===== config.mk =====
export PLATFORM = sky130hd
export DESIGN_NAME = stream_find_replace
export DESIGN_NICKNAME = d
export VERILOG_FILES = /design/src/rtl/sfr_pkg.sv /design/src/rtl/stream_find_replace.sv /design/src/rtl/sfr_regs.sv /design/src/rtl/sfr_datapath.sv /design/src/rtl/sfr_ctrl.sv
export SDC_FILE = /design/constraint.sdc
export NUM_CORES = 1
export LEC_CHECK = 0
export BUFFER_PORTS_ARGS = -buffer_cell sky130_fd_sc_hd__buf_2
export CAP_MARGIN = 0
export CORE_MARGIN = 2
export CORE_UTILIZATION = 60
export CTS_CLUSTER_SIZE = 40
export DETAILED_ROUTE_END_ITERATION = 12
export PLACE_DENSITY = 0.82
export SLEW_MARGIN = 20
export SYNTH_ARGS = -nofsm -noshare
export SYNTH_HDL_FRONTEND = slang
export SYNTH_SLANG_ARGS = --single-unit

===== constraint.sdc =====
create_clock -name clk -period 15.3 [get_ports clk]
set_clock_uncertainty 0.15 [all_clocks]
set_input_delay 1.53 -clock clk [delete_from_list [all_inputs] [get_ports clk]]
set_output_delay 1.53 -clock clk [all_outputs]
set_load 0.02 [all_outputs]

===== src/rtl/sfr_pkg.sv =====
// Shared types and constants for the stream find-and-replace block.
// No dependencies; imported by every module under rtl.
`default_nettype none

package sfr_pkg;

    localparam int BYTE_W     = 8;
    localparam int WIN_DEPTH  = 8;
    localparam int WIN_W      = WIN_DEPTH * BYTE_W;
    localparam int CFG_W      = 64;
    localparam int LEN_W      = 4;
    localparam int CNT_W      = 4;
    localparam int ADDR_W     = 5;
    localparam int MAX_RESULTS = 8;

    // register indexes, taken from paddr[4:3]
    localparam logic [1:0] REG_PATTERN_BYTES     = 2'd0;
    localparam logic [1:0] REG_PATTERN_LENGTH    = 2'd1;
    localparam logic [1:0] REG_REPLACEMENT_BYTES = 2'd2;
    localparam logic [1:0] REG_REPLACEMENT_LENGTH = 2'd3;

    typedef struct packed {
        logic [CFG_W-1:0] pattern_bytes;
        logic [LEN_W-1:0] pattern_length;
        logic [CFG_W-1:0] replacement_bytes;
        logic [LEN_W-1:0] replacement_length;
    } sfr_cfg_t;

    typedef struct packed {
        logic load;
        logic decide;
        logic emit;
    } sfr_cmd_t;

    typedef struct packed {
        logic done;
        logic last;
    } sfr_status_t;

endpackage

`default_nettype wire


===== src/rtl/stream_find_replace.sv =====
// Top level of the stream find-and-replace block.
// Instantiates sfr_regs, sfr_ctrl and sfr_datapath; depends on sfr_pkg.
//
//   channel   direction  handshake           payload
//   in        sink       in_valid/in_stall    in_byte, in_final
//   out       source     out_valid/out_stall  out_byte, run_last, stream_end
//   config    APB slave  psel/penable/pready  paddr, pwdata, prdata
//
// A request loads the window in ST_IDLE, compares and plans in ST_DECIDE, then
// steps out one result per emit in ST_EMIT; with no results ST_EMIT returns to idle.
// Output stalls stretch the result steps; input is stalled until the last
// result is registered. Reset clears the window fill and all control state.
`default_nettype none

module stream_find_replace
    import sfr_pkg::*;
#(
    parameter int PATTERN_MAX = 8,
    parameter int REPLACE_MAX = 8
)
(
    input  wire logic              clk,
    input  wire logic              rst_n,
    input  wire logic              in_valid,
    output logic                   in_stall,
    input  wire logic [BYTE_W-1:0] in_byte,
    input  wire logic              in_final,
    output logic                   out_valid,
    input  wire logic              out_stall,
    output logic      [BYTE_W-1:0] out_byte,
    output logic                   run_last,
    output logic                   stream_end,
    input  wire logic              psel,
    input  wire logic              penable,
    input  wire logic              pwrite,
    input  wire logic [ADDR_W-1:0] paddr,
    input  wire logic [CFG_W-1:0]  pwdata,
    output logic      [CFG_W-1:0]  prdata,
    output logic                   pready
);

    sfr_cfg_t    cfg;
    sfr_cmd_t    cmd;
    sfr_status_t status;

    sfr_regs u_regs (
        .clk     (clk),
        .rst_n   (rst_n),
        .psel    (psel),
        .penable (penable),
        .pwrite  (pwrite),
        .paddr   (paddr),
        .pwdata  (pwdata),
        .prdata  (prdata),
        .pready  (pready),
        .cfg     (cfg)
    );

    sfr_ctrl u_ctrl (
        .clk       (clk),
        .rst_n     (rst_n),
        .in_valid  (in_valid),
        .in_stall  (in_stall),
        .out_valid (out_valid),
        .out_stall (out_stall),
        .status    (status),
        .cmd       (cmd)
    );

    sfr_datapath #(
        .PATTERN_MAX (PATTERN_MAX),
        .REPLACE_MAX (REPLACE_MAX)
    ) u_datapath (
        .clk        (clk),
        .rst_n      (rst_n),
        .cmd        (cmd),
        .cfg        (cfg),
        .in_byte    (in_byte),
        .in_final   (in_final),
        .status     (status),
        .out_byte   (out_byte),
        .run_last   (run_last),
        .stream_end (stream_end)
    );

    // hold off input for the cycle after an accepted request
    a_busy_after_accept: assert property (@(posedge clk) disable iff (!rst_n)
        (in_valid && !in_stall) |=> in_stall)
        else $error("input accepted on consecutive cycles");

    // mark stream end only on the last result of a request
    a_end_is_last: assert property (@(posedge clk) disable iff (!rst_n)
        (out_valid && stream_end) |-> run_last)
        else $error("stream_end without run_last");

    // raise a result only while a request is in progress
    a_emit_when_busy: assert property (@(posedge clk) disable iff (!rst_n)
        $rose(out_valid) |-> $past(in_stall))
        else $error("result raised while idle");

endmodule

`default_nettype wire


===== src/rtl/sfr_regs.sv =====
// Configuration register file with APB-style write and read access.
// Depends on sfr_pkg for register indexes and the configuration struct.
`default_nettype none

module sfr_regs
    import sfr_pkg::*;
(
    input  wire logic              clk,
    input  wire logic              rst_n,
    input  wire logic              psel,
    input  wire logic              penable,
    input  wire logic              pwrite,
    input  wire logic [ADDR_W-1:0] paddr,
    input  wire logic [CFG_W-1:0]  pwdata,
    output logic      [CFG_W-1:0]  prdata,
    output logic                   pready,
    output sfr_cfg_t               cfg
);

    sfr_cfg_t   cfg_reg;
    sfr_cfg_t   cfg_next;
    logic [1:0] reg_index;
    logic       write_en;

    assign reg_index = paddr[ADDR_W-1:3];
    assign write_en  = psel && penable && pwrite;
    assign pready    = 1'b1;
    assign cfg       = cfg_reg;

    always_comb
    begin
        cfg_next = cfg_reg;
        if (write_en)
        begin
            unique case (reg_index)
                REG_PATTERN_BYTES:      cfg_next.pattern_bytes      = pwdata;
                REG_PATTERN_LENGTH:     cfg_next.pattern_length     = pwdata[LEN_W-1:0];
                REG_REPLACEMENT_BYTES:  cfg_next.replacement_bytes  = pwdata;
                REG_REPLACEMENT_LENGTH: cfg_next.replacement_length = pwdata[LEN_W-1:0];
                default:                cfg_next = cfg_reg;
            endcase
        end
    end

    always_comb
    begin
        unique case (reg_index)
            REG_PATTERN_BYTES:      prdata = cfg_reg.pattern_bytes;
            REG_PATTERN_LENGTH:     prdata = CFG_W'(cfg_reg.pattern_length);
            REG_REPLACEMENT_BYTES:  prdata = cfg_reg.replacement_bytes;
            REG_REPLACEMENT_LENGTH: prdata = CFG_W'(cfg_reg.replacement_length);
            default:                prdata = '0;
        endcase
    end

    always_ff @(posedge clk or negedge rst_n)
    begin
        if (!rst_n)
        begin
            cfg_reg.pattern_bytes      <= '0;
            cfg_reg.pattern_length     <= LEN_W'(1);
            cfg_reg.replacement_bytes  <= '0;
            cfg_reg.replacement_length <= '0;
        end
        else
        begin
            cfg_reg <= cfg_next;
        end
    end

endmodule

`default_nettype wire


===== src/rtl/sfr_datapath.sv =====
// Window shift register, match compare, result sequencing and output payload.
// Depends on sfr_pkg; driven by commands from sfr_ctrl.
`default_nettype none

module sfr_datapath
    import sfr_pkg::*;
#(
    parameter int PATTERN_MAX = 8,
    parameter int REPLACE_MAX = 8
)
(
    input  wire logic              clk,
    input  wire logic              rst_n,
    input  wire sfr_cmd_t          cmd,
    input  wire sfr_cfg_t          cfg,
    input  wire logic [BYTE_W-1:0] in_byte,
    input  wire logic              in_final,
    output sfr_status_t            status,
    output logic      [BYTE_W-1:0] out_byte,
    output logic                   run_last,
    output logic                   stream_end
);

    logic [WIN_W-1:0]  win_reg,    win_next;
    logic [CNT_W-1:0]  fill_reg,   fill_next;
    logic [CNT_W-1:0]  k_reg,      k_next;
    logic [CNT_W-1:0]  n_reg,      n_next;
    logic [CNT_W-1:0]  na_reg,     na_next;
    logic              match_reg,  match_next;
    logic              fin_reg,    fin_next;
    logic [BYTE_W-1:0] front_reg,  front_next;
    logic [BYTE_W-1:0] byte_reg,   byte_next;
    logic              last_reg,   last_next;
    logic              end_reg,    end_next;

    logic [LEN_W-1:0]     plen;
    logic [LEN_W-1:0]     rlen;
    logic [WIN_DEPTH-1:0] eq;
    logic                 decide_ok;
    logic                 match;
    logic [CNT_W-1:0]     drop;
    logic [CNT_W-1:0]     fill_after;
    logic [CNT_W-1:0]     na;
    logic [CNT_W-1:0]     nb;
    logic [CNT_W:0]       total;
    logic [2:0]           load_pos;
    logic                 is_last;

    always_comb
    begin
        if (cfg.pattern_length == '0)
            plen = LEN_W'(1);
        else if (cfg.pattern_length > LEN_W'(PATTERN_MAX))
            plen = LEN_W'(PATTERN_MAX);
        else
            plen = cfg.pattern_length;

        if (cfg.replacement_length > LEN_W'(REPLACE_MAX))
            rlen = LEN_W'(REPLACE_MAX);
        else
            rlen = cfg.replacement_length;
    end

    always_comb
    begin
        for (int i = 0; i < WIN_DEPTH; i++)
        begin
            eq[i] = (LEN_W'(i) >= plen)
                 || (win_reg[BYTE_W*i +: BYTE_W] == cfg.pattern_bytes[BYTE_W*i +: BYTE_W]);
        end
    end

    assign decide_ok  = (fill_reg >= plen);
    assign match      = &eq;
    assign drop       = decide_ok ? (match ? plen : CNT_W'(1)) : '0;
    assign fill_after = fill_reg - drop;
    assign na         = decide_ok ? (match ? rlen : CNT_W'(1)) : '0;
    assign nb         = fin_reg ? fill_after : '0;
    assign total      = {1'b0, na} + {1'b0, nb};
    assign load_pos   = (fill_reg >= CNT_W'(WIN_DEPTH)) ? 3'(WIN_DEPTH - 1) : fill_reg[2:0];
    assign is_last    = (k_reg == n_reg - CNT_W'(1));

    assign status.done = (k_reg == n_reg);
    assign status.last = is_last;

    always_comb
    begin
        win_next   = win_reg;
        fill_next  = fill_reg;
        k_next     = k_reg;
        n_next     = n_reg;
        na_next    = na_reg;
        match_next = match_reg;
        fin_next   = fin_reg;
        front_next = front_reg;
        byte_next  = byte_reg;
        last_next  = last_reg;
        end_next   = end_reg;

        if (cmd.load)
        begin
            win_next[{load_pos, 3'b000} +: BYTE_W] = in_byte;
            fill_next = CNT_W'(load_pos) + CNT_W'(1);
            fin_next  = in_final;
        end

        if (cmd.decide)
        begin
            front_next = win_reg[BYTE_W-1:0];
            win_next   = win_reg >> {drop, 3'b000};
            fill_next  = fin_reg ? '0 : fill_after;
            match_next = match;
            na_next    = na;
            n_next     = (total > (CNT_W+1)'(MAX_RESULTS)) ? CNT_W'(MAX_RESULTS)
                                                           : total[CNT_W-1:0];
            k_next     = '0;
        end

        if (cmd.emit)
        begin
            if (k_reg < na_reg)
            begin
                byte_next = match_reg ? cfg.replacement_bytes[{k_reg[2:0], 3'b000} +: BYTE_W]
                                      : front_reg;
            end
            else
            begin
                // flush: take the oldest byte and advance the window
                byte_next = win_reg[BYTE_W-1:0];
                win_next  = win_reg >> BYTE_W;
            end
            last_next = is_last;
            end_next  = is_last && fin_reg;
            k_next    = k_reg + CNT_W'(1);
        end
    end

    always_ff @(posedge clk or negedge rst_n)
    begin
        if (!rst_n)
        begin
            fill_reg  <= '0;
            k_reg     <= '0;
            n_reg     <= '0;
            na_reg    <= '0;
            match_reg <= 1'b0;
            fin_reg   <= 1'b0;
        end
        else
        begin
            fill_reg  <= fill_next;
            k_reg     <= k_next;
            n_reg     <= n_next;
            na_reg    <= na_next;
            match_reg <= match_next;
            fin_reg   <= fin_next;
        end
    end

    always_ff @(posedge clk)
    begin
        win_reg   <= win_next;
        front_reg <= front_next;
        byte_reg  <= byte_next;
        last_reg  <= last_next;
        end_reg   <= end_next;
    end

    assign out_byte   = byte_reg;
    assign run_last   = last_reg;
    assign stream_end = end_reg;

endmodule

`default_nettype wire


===== src/rtl/sfr_ctrl.sv =====
// Controller state machine: accept a request, decide, then step out its results.
// Depends on sfr_pkg for the command and status structs.
`default_nettype none

module sfr_ctrl
    import sfr_pkg::*;
(
    input  wire logic        clk,
    input  wire logic        rst_n,
    input  wire logic        in_valid,
    output logic             in_stall,
    output logic             out_valid,
    input  wire logic        out_stall,
    input  wire sfr_status_t status,
    output sfr_cmd_t         cmd
);

    typedef enum logic [1:0] {
        ST_IDLE,
        ST_DECIDE,
        ST_EMIT
    } state_t;

    state_t state_reg, state_next;
    logic   out_valid_reg, out_valid_next;
    logic   slot_free;

    assign slot_free = !out_valid_reg || !out_stall;

    always_comb
    begin
        state_next = state_reg;
        cmd        = '0;
        unique case (state_reg)
            ST_IDLE:
            begin
                if (in_valid)
                begin
                    cmd.load   = 1'b1;
                    state_next = ST_DECIDE;
                end
            end
            ST_DECIDE:
            begin
                cmd.decide = 1'b1;
                state_next = ST_EMIT;
            end
            ST_EMIT:
            begin
                if (status.done)
                begin
                    state_next = ST_IDLE;
                end
                else if (slot_free)
                begin
                    cmd.emit = 1'b1;
                    if (status.last)
                        state_next = ST_IDLE;
                end
            end
            default:
            begin
                state_next = ST_IDLE;
            end
        endcase

        if (cmd.emit)
            out_valid_next = 1'b1;
        else
            out_valid_next = out_valid_reg && out_stall;
    end

    always_ff @(posedge clk or negedge rst_n)
    begin
        if (!rst_n)
        begin
            state_reg     <= ST_IDLE;
            out_valid_reg <= 1'b0;
        end
        else
        begin
            state_reg     <= state_next;
            out_valid_reg <= out_valid_next;
        end
    end

    assign in_stall  = (state_reg != ST_IDLE);
    assign out_valid = out_valid_reg;

endmodule

`default_nettype wire


==> results.sh <==
export IMPL_synth_seq_cells=239
export IMPL_synth_edf_count=18
export IMPL_clkLatencyLatePin_ps=540
export IMPL_crit_fanout=18
export IMPL_start_kind="flop"
export IMPL_nets=1663
export IMPL_start_util=0.6146
export IMPL_synth_main_ff_cell="dfrtp_1"
export IMPL_grt_max_degree=80
export IMPL_instances_no_fill=1893
export IMPL_die_area_um2=25370
export IMPL_multi_input_area_um2=8145
export IMPL_gp_congestion=0.9943
export IMPL_slowest_delay_ps=750
export IMPL_diodes=0
export IMPL_die_y_um=159.3
export IMPL_drc=0
export IMPL_min_path_type="flop to flop"
export IMPL_std_cell_rows=56
export IMPL_critPathCaptureType="flop"
export IMPL_r2r_cells=22
export IMPL_post_cts_setup_buffers=0
export IMPL_finalSetupTns_ps=0
export IMPL_core_um2=23540
export IMPL_htreeDepth=1
export IMPL_post_route_period_util=0.4279
export IMPL_routed_wl_mm=47.75
export IMPL_track_usage=0.3673
export IMPL_total_leakage_power_nw=7.194
export IMPL_setup_viol=0
export IMPL_path_depth=22
export IMPL_drtPass1Iterations=7
export IMPL_final_area_um2=16280
export IMPL_cts_buffers=26
export IMPL_path_common_cell="a21o_1"
export IMPL_finalHoldViolCount=0
export IMPL_register_area_um2=5752
export IMPL_cts_path_max_buffers=3
export IMPL_num_fill_cells=1752
export IMPL_viasPerCell=6.704
export IMPL_avgSynthCellArea_um2=9.857
export IMPL_drv_slew=0
export IMPL_tritoncts="built"
export IMPL_crit_type="flop to flop"
export IMPL_grt_ovfl_total=0
export IMPL_holdWs_ps=340.6
export IMPL_portBuffers=157
export IMPL_cts_root_buf="clkbuf_16"
export IMPL_final_antenna_net_count=0
export IMPL_slowest_stage="nor2_2"
export IMPL_r2r_setup_slack_ps=8750
export IMPL_p_per_area_nw_per_um2=201.8
export IMPL_cts_resized=0
export IMPL_status="complete, no violations"
export IMPL_whs_path_depth=2
export IMPL_largest_reg_flops=136
export IMPL_path_cells="inv_1 > o21ai_2 > buf_4 > inv_1 > ha_1 > nand2b_1 > a21o_1 > a21o_1 > a21o_1 > nand4_1 > nor2_2 > inv_1 > ha_1 > a21o_1 > a21oi_1 > xnor2_1 > xnor2_1 > and2_1 > ha_1 > o21ai_0 > nand2_1 > o32ai_1"
export IMPL_synth_nets=1576
export IMPL_grt_pass1_wl_mm=72.93
export IMPL_crit_buf_inv=4
export IMPL_first_iter_violations=1836
export IMPL_tightestPinTransition_ps=1139
export IMPL_cap_violations=0
export IMPL_clock_sinks=239
export IMPL_clk_pin_slew_ps=60
export IMPL_yosys_warnings=0
export IMPL_dp_hpwl_mm=32.54
export IMPL_synthArstFlopShare=0.6569
export IMPL_place_area_um2=15350
export IMPL_cp_top_family="compound AO/OA/AOI/OAI gates"
export IMPL_rsz0062_at_grt="no"
export IMPL_synthCells=1468
export IMPL_setup_slack_ps=8753
export IMPL_die_w_um=159.3
export IMPL_drive_gt1_frac=0.2668
export IMPL_yosysSeqAreaShare=0.3975
export IMPL_fmax_mhz=152.7
export IMPL_netlist_area_um2=14470
export IMPL_grt_pass1_vias=12326
export IMPL_ioPinCount=162
export IMPL_area_delta_synth_final_pct=12.51
export IMPL_cp_data_required_time_ps=15570
export IMPL_slew_headroom=0.2405
export IMPL_max_vdd_ir_drop_uv=116.8
export IMPL_grt_antenna_before_repair=0
export IMPL_wl_per_cell_um=25.23
export IMPL_vias=12691
export IMPL_yosysUniqueCellTypes=78
export IMPL_period_needed_ps=6547
export IMPL_cp_arrival_ps=6820
export IMPL_placed_cells=1844
export IMPL_place_ws_ps=8979
export IMPL_holdBufCountCts=0
## cell families after synthesis
kind of cell             Yosys count  share of synthesized area
AO/OA/AOI/OAI                    313                     0.1368
XOR/XNOR                          78                    0.04721
adder cells (fa/ha/maj)           23                    0.02093
buffers and inverters            149                    0.04047
flip-flops                       239                     0.3975
multiplexers                     295                     0.2362
other                              1                  0.0002592
AND/OR/NAND/NOR                  370                     0.1206
## cell usage after synthesis (9+ instances only)
master | instances | area (um2)
dfrtp_1 | 156 | 3904
mux2_2 | 155 | 1745
nor2_1 | 126 | 473.0
mux2i_1 | 115 | 1151
nand2_1 | 105 | 394.1
o21ai_0 | 102 | 510.5
clkbuf_1 | 86 | 322.8
a21oi_1 | 70 | 350.3
dfxtp_1 | 64 | 1281
xor2_1 | 59 | 516.8
nand3_1 | 43 | 215.2
inv_1 | 28 | 105.1
buf_1 | 26 | 97.59
ha_1 | 21 | 262.8
nor3_1 | 21 | 105.1
mux4_2 | 20 | 450.4
xnor2_1 | 19 | 166.4
a22oi_1 | 18 | 135.1
edfxtp_1 | 18 | 540.5
a31oi_1 | 16 | 100.1
nor4_1 | 13 | 81.33
a221o_1 | 11 | 110.1
nor2b_1 | 11 | 68.82
o21ai_1 | 10 | 50.05
a211oi_1 | 9 | 67.56
a21o_1 | 9 | 67.56
o211ai_1 | 9 | 67.56
## cell type report
class                   count  share of cell area
repair buffers            178             0.06094
flip-flops and latches    239              0.3533
inverters                  30            0.007070
clock buffers              40             0.04696
multi-input cells        1080              0.5003
well taps                 319             0.02452
clock inverters             7            0.006917
## where the power goes
group          switching (W)  internal [W]
clock network       0.000260      0.000393
registers           0.000311      0.000849
logic               0.000873      0.000600
## layout by cell type (no fill, tap or decap), drive strengths merged, types with 8 or more instances in the layout
master | Yosys | layout
a211oi | 9 | 9
a21o | 9 | 9
a21oi | 70 | 70
a221o | 11 | 11
a22oi | 18 | 18
a31oi | 16 | 16
and2 | 9 | 9
buf | 33 | 178
clkbuf | 86 | 40
dfrtp | 156 | 156
dfxtp | 64 | 64
edfxtp | 18 | 18
ha | 21 | 21
inv | 29 | 28
mux2 | 160 | 160
mux2i | 115 | 115
mux4 | 20 | 20
nand2 | 106 | 106
nand3 | 43 | 43
nand4 | 9 | 9
nor2 | 129 | 129
nor2b | 11 | 11
nor3 | 24 | 24
nor4 | 16 | 16
o211ai | 9 | 9
o21ai | 112 | 112
o221ai | 8 | 8
o22ai | 8 | 8
xnor2 | 19 | 19
xor2 | 59 | 59
## routing by layer
layer	vias to the layer above	wire length, um	global-route usage	part of all wire
met5	-	0	0	0
met4	0	2539	0.1773	0.053
met3	183	4731	0.06851	0.099
met2	811	22090	0.5804	0.46
met1	6194	18390	0.4901	0.39
li1	5503	-	-	-
## path summary, 6_finish.rpt
kind,startpoint,end
setup / recovery,u_regs.cfg[71],u_datapath.n_reg[1]
hold / removal,u_datapath.na_reg[1],u_datapath.na_reg[1]
setup reg to reg,u_regs.cfg[71],u_datapath.n_reg[1]
hold reg to reg,u_datapath.na_reg[1],u_datapath.na_reg[1]
max in group asynchronous,rst_n,u_regs.cfg[127]
min in group asynchronous,rst_n,u_regs.cfg[72]
## metrics by stage
stage	util	power (W)
after floorplan	-	0.002106
after global placement	0.6519	0.002521
after detailed placement	0.6519	0.002573
after CTS	0.6892	0.003231
after global routing	0.6915	0.003432
final	0.6915	0.003286
## worst min-delay path: stages (launching register included)
cell	delay, ps
dfrtp_1	350
nand2_1	50
o21ai_0	60
(Power assumes the default switching activity.)
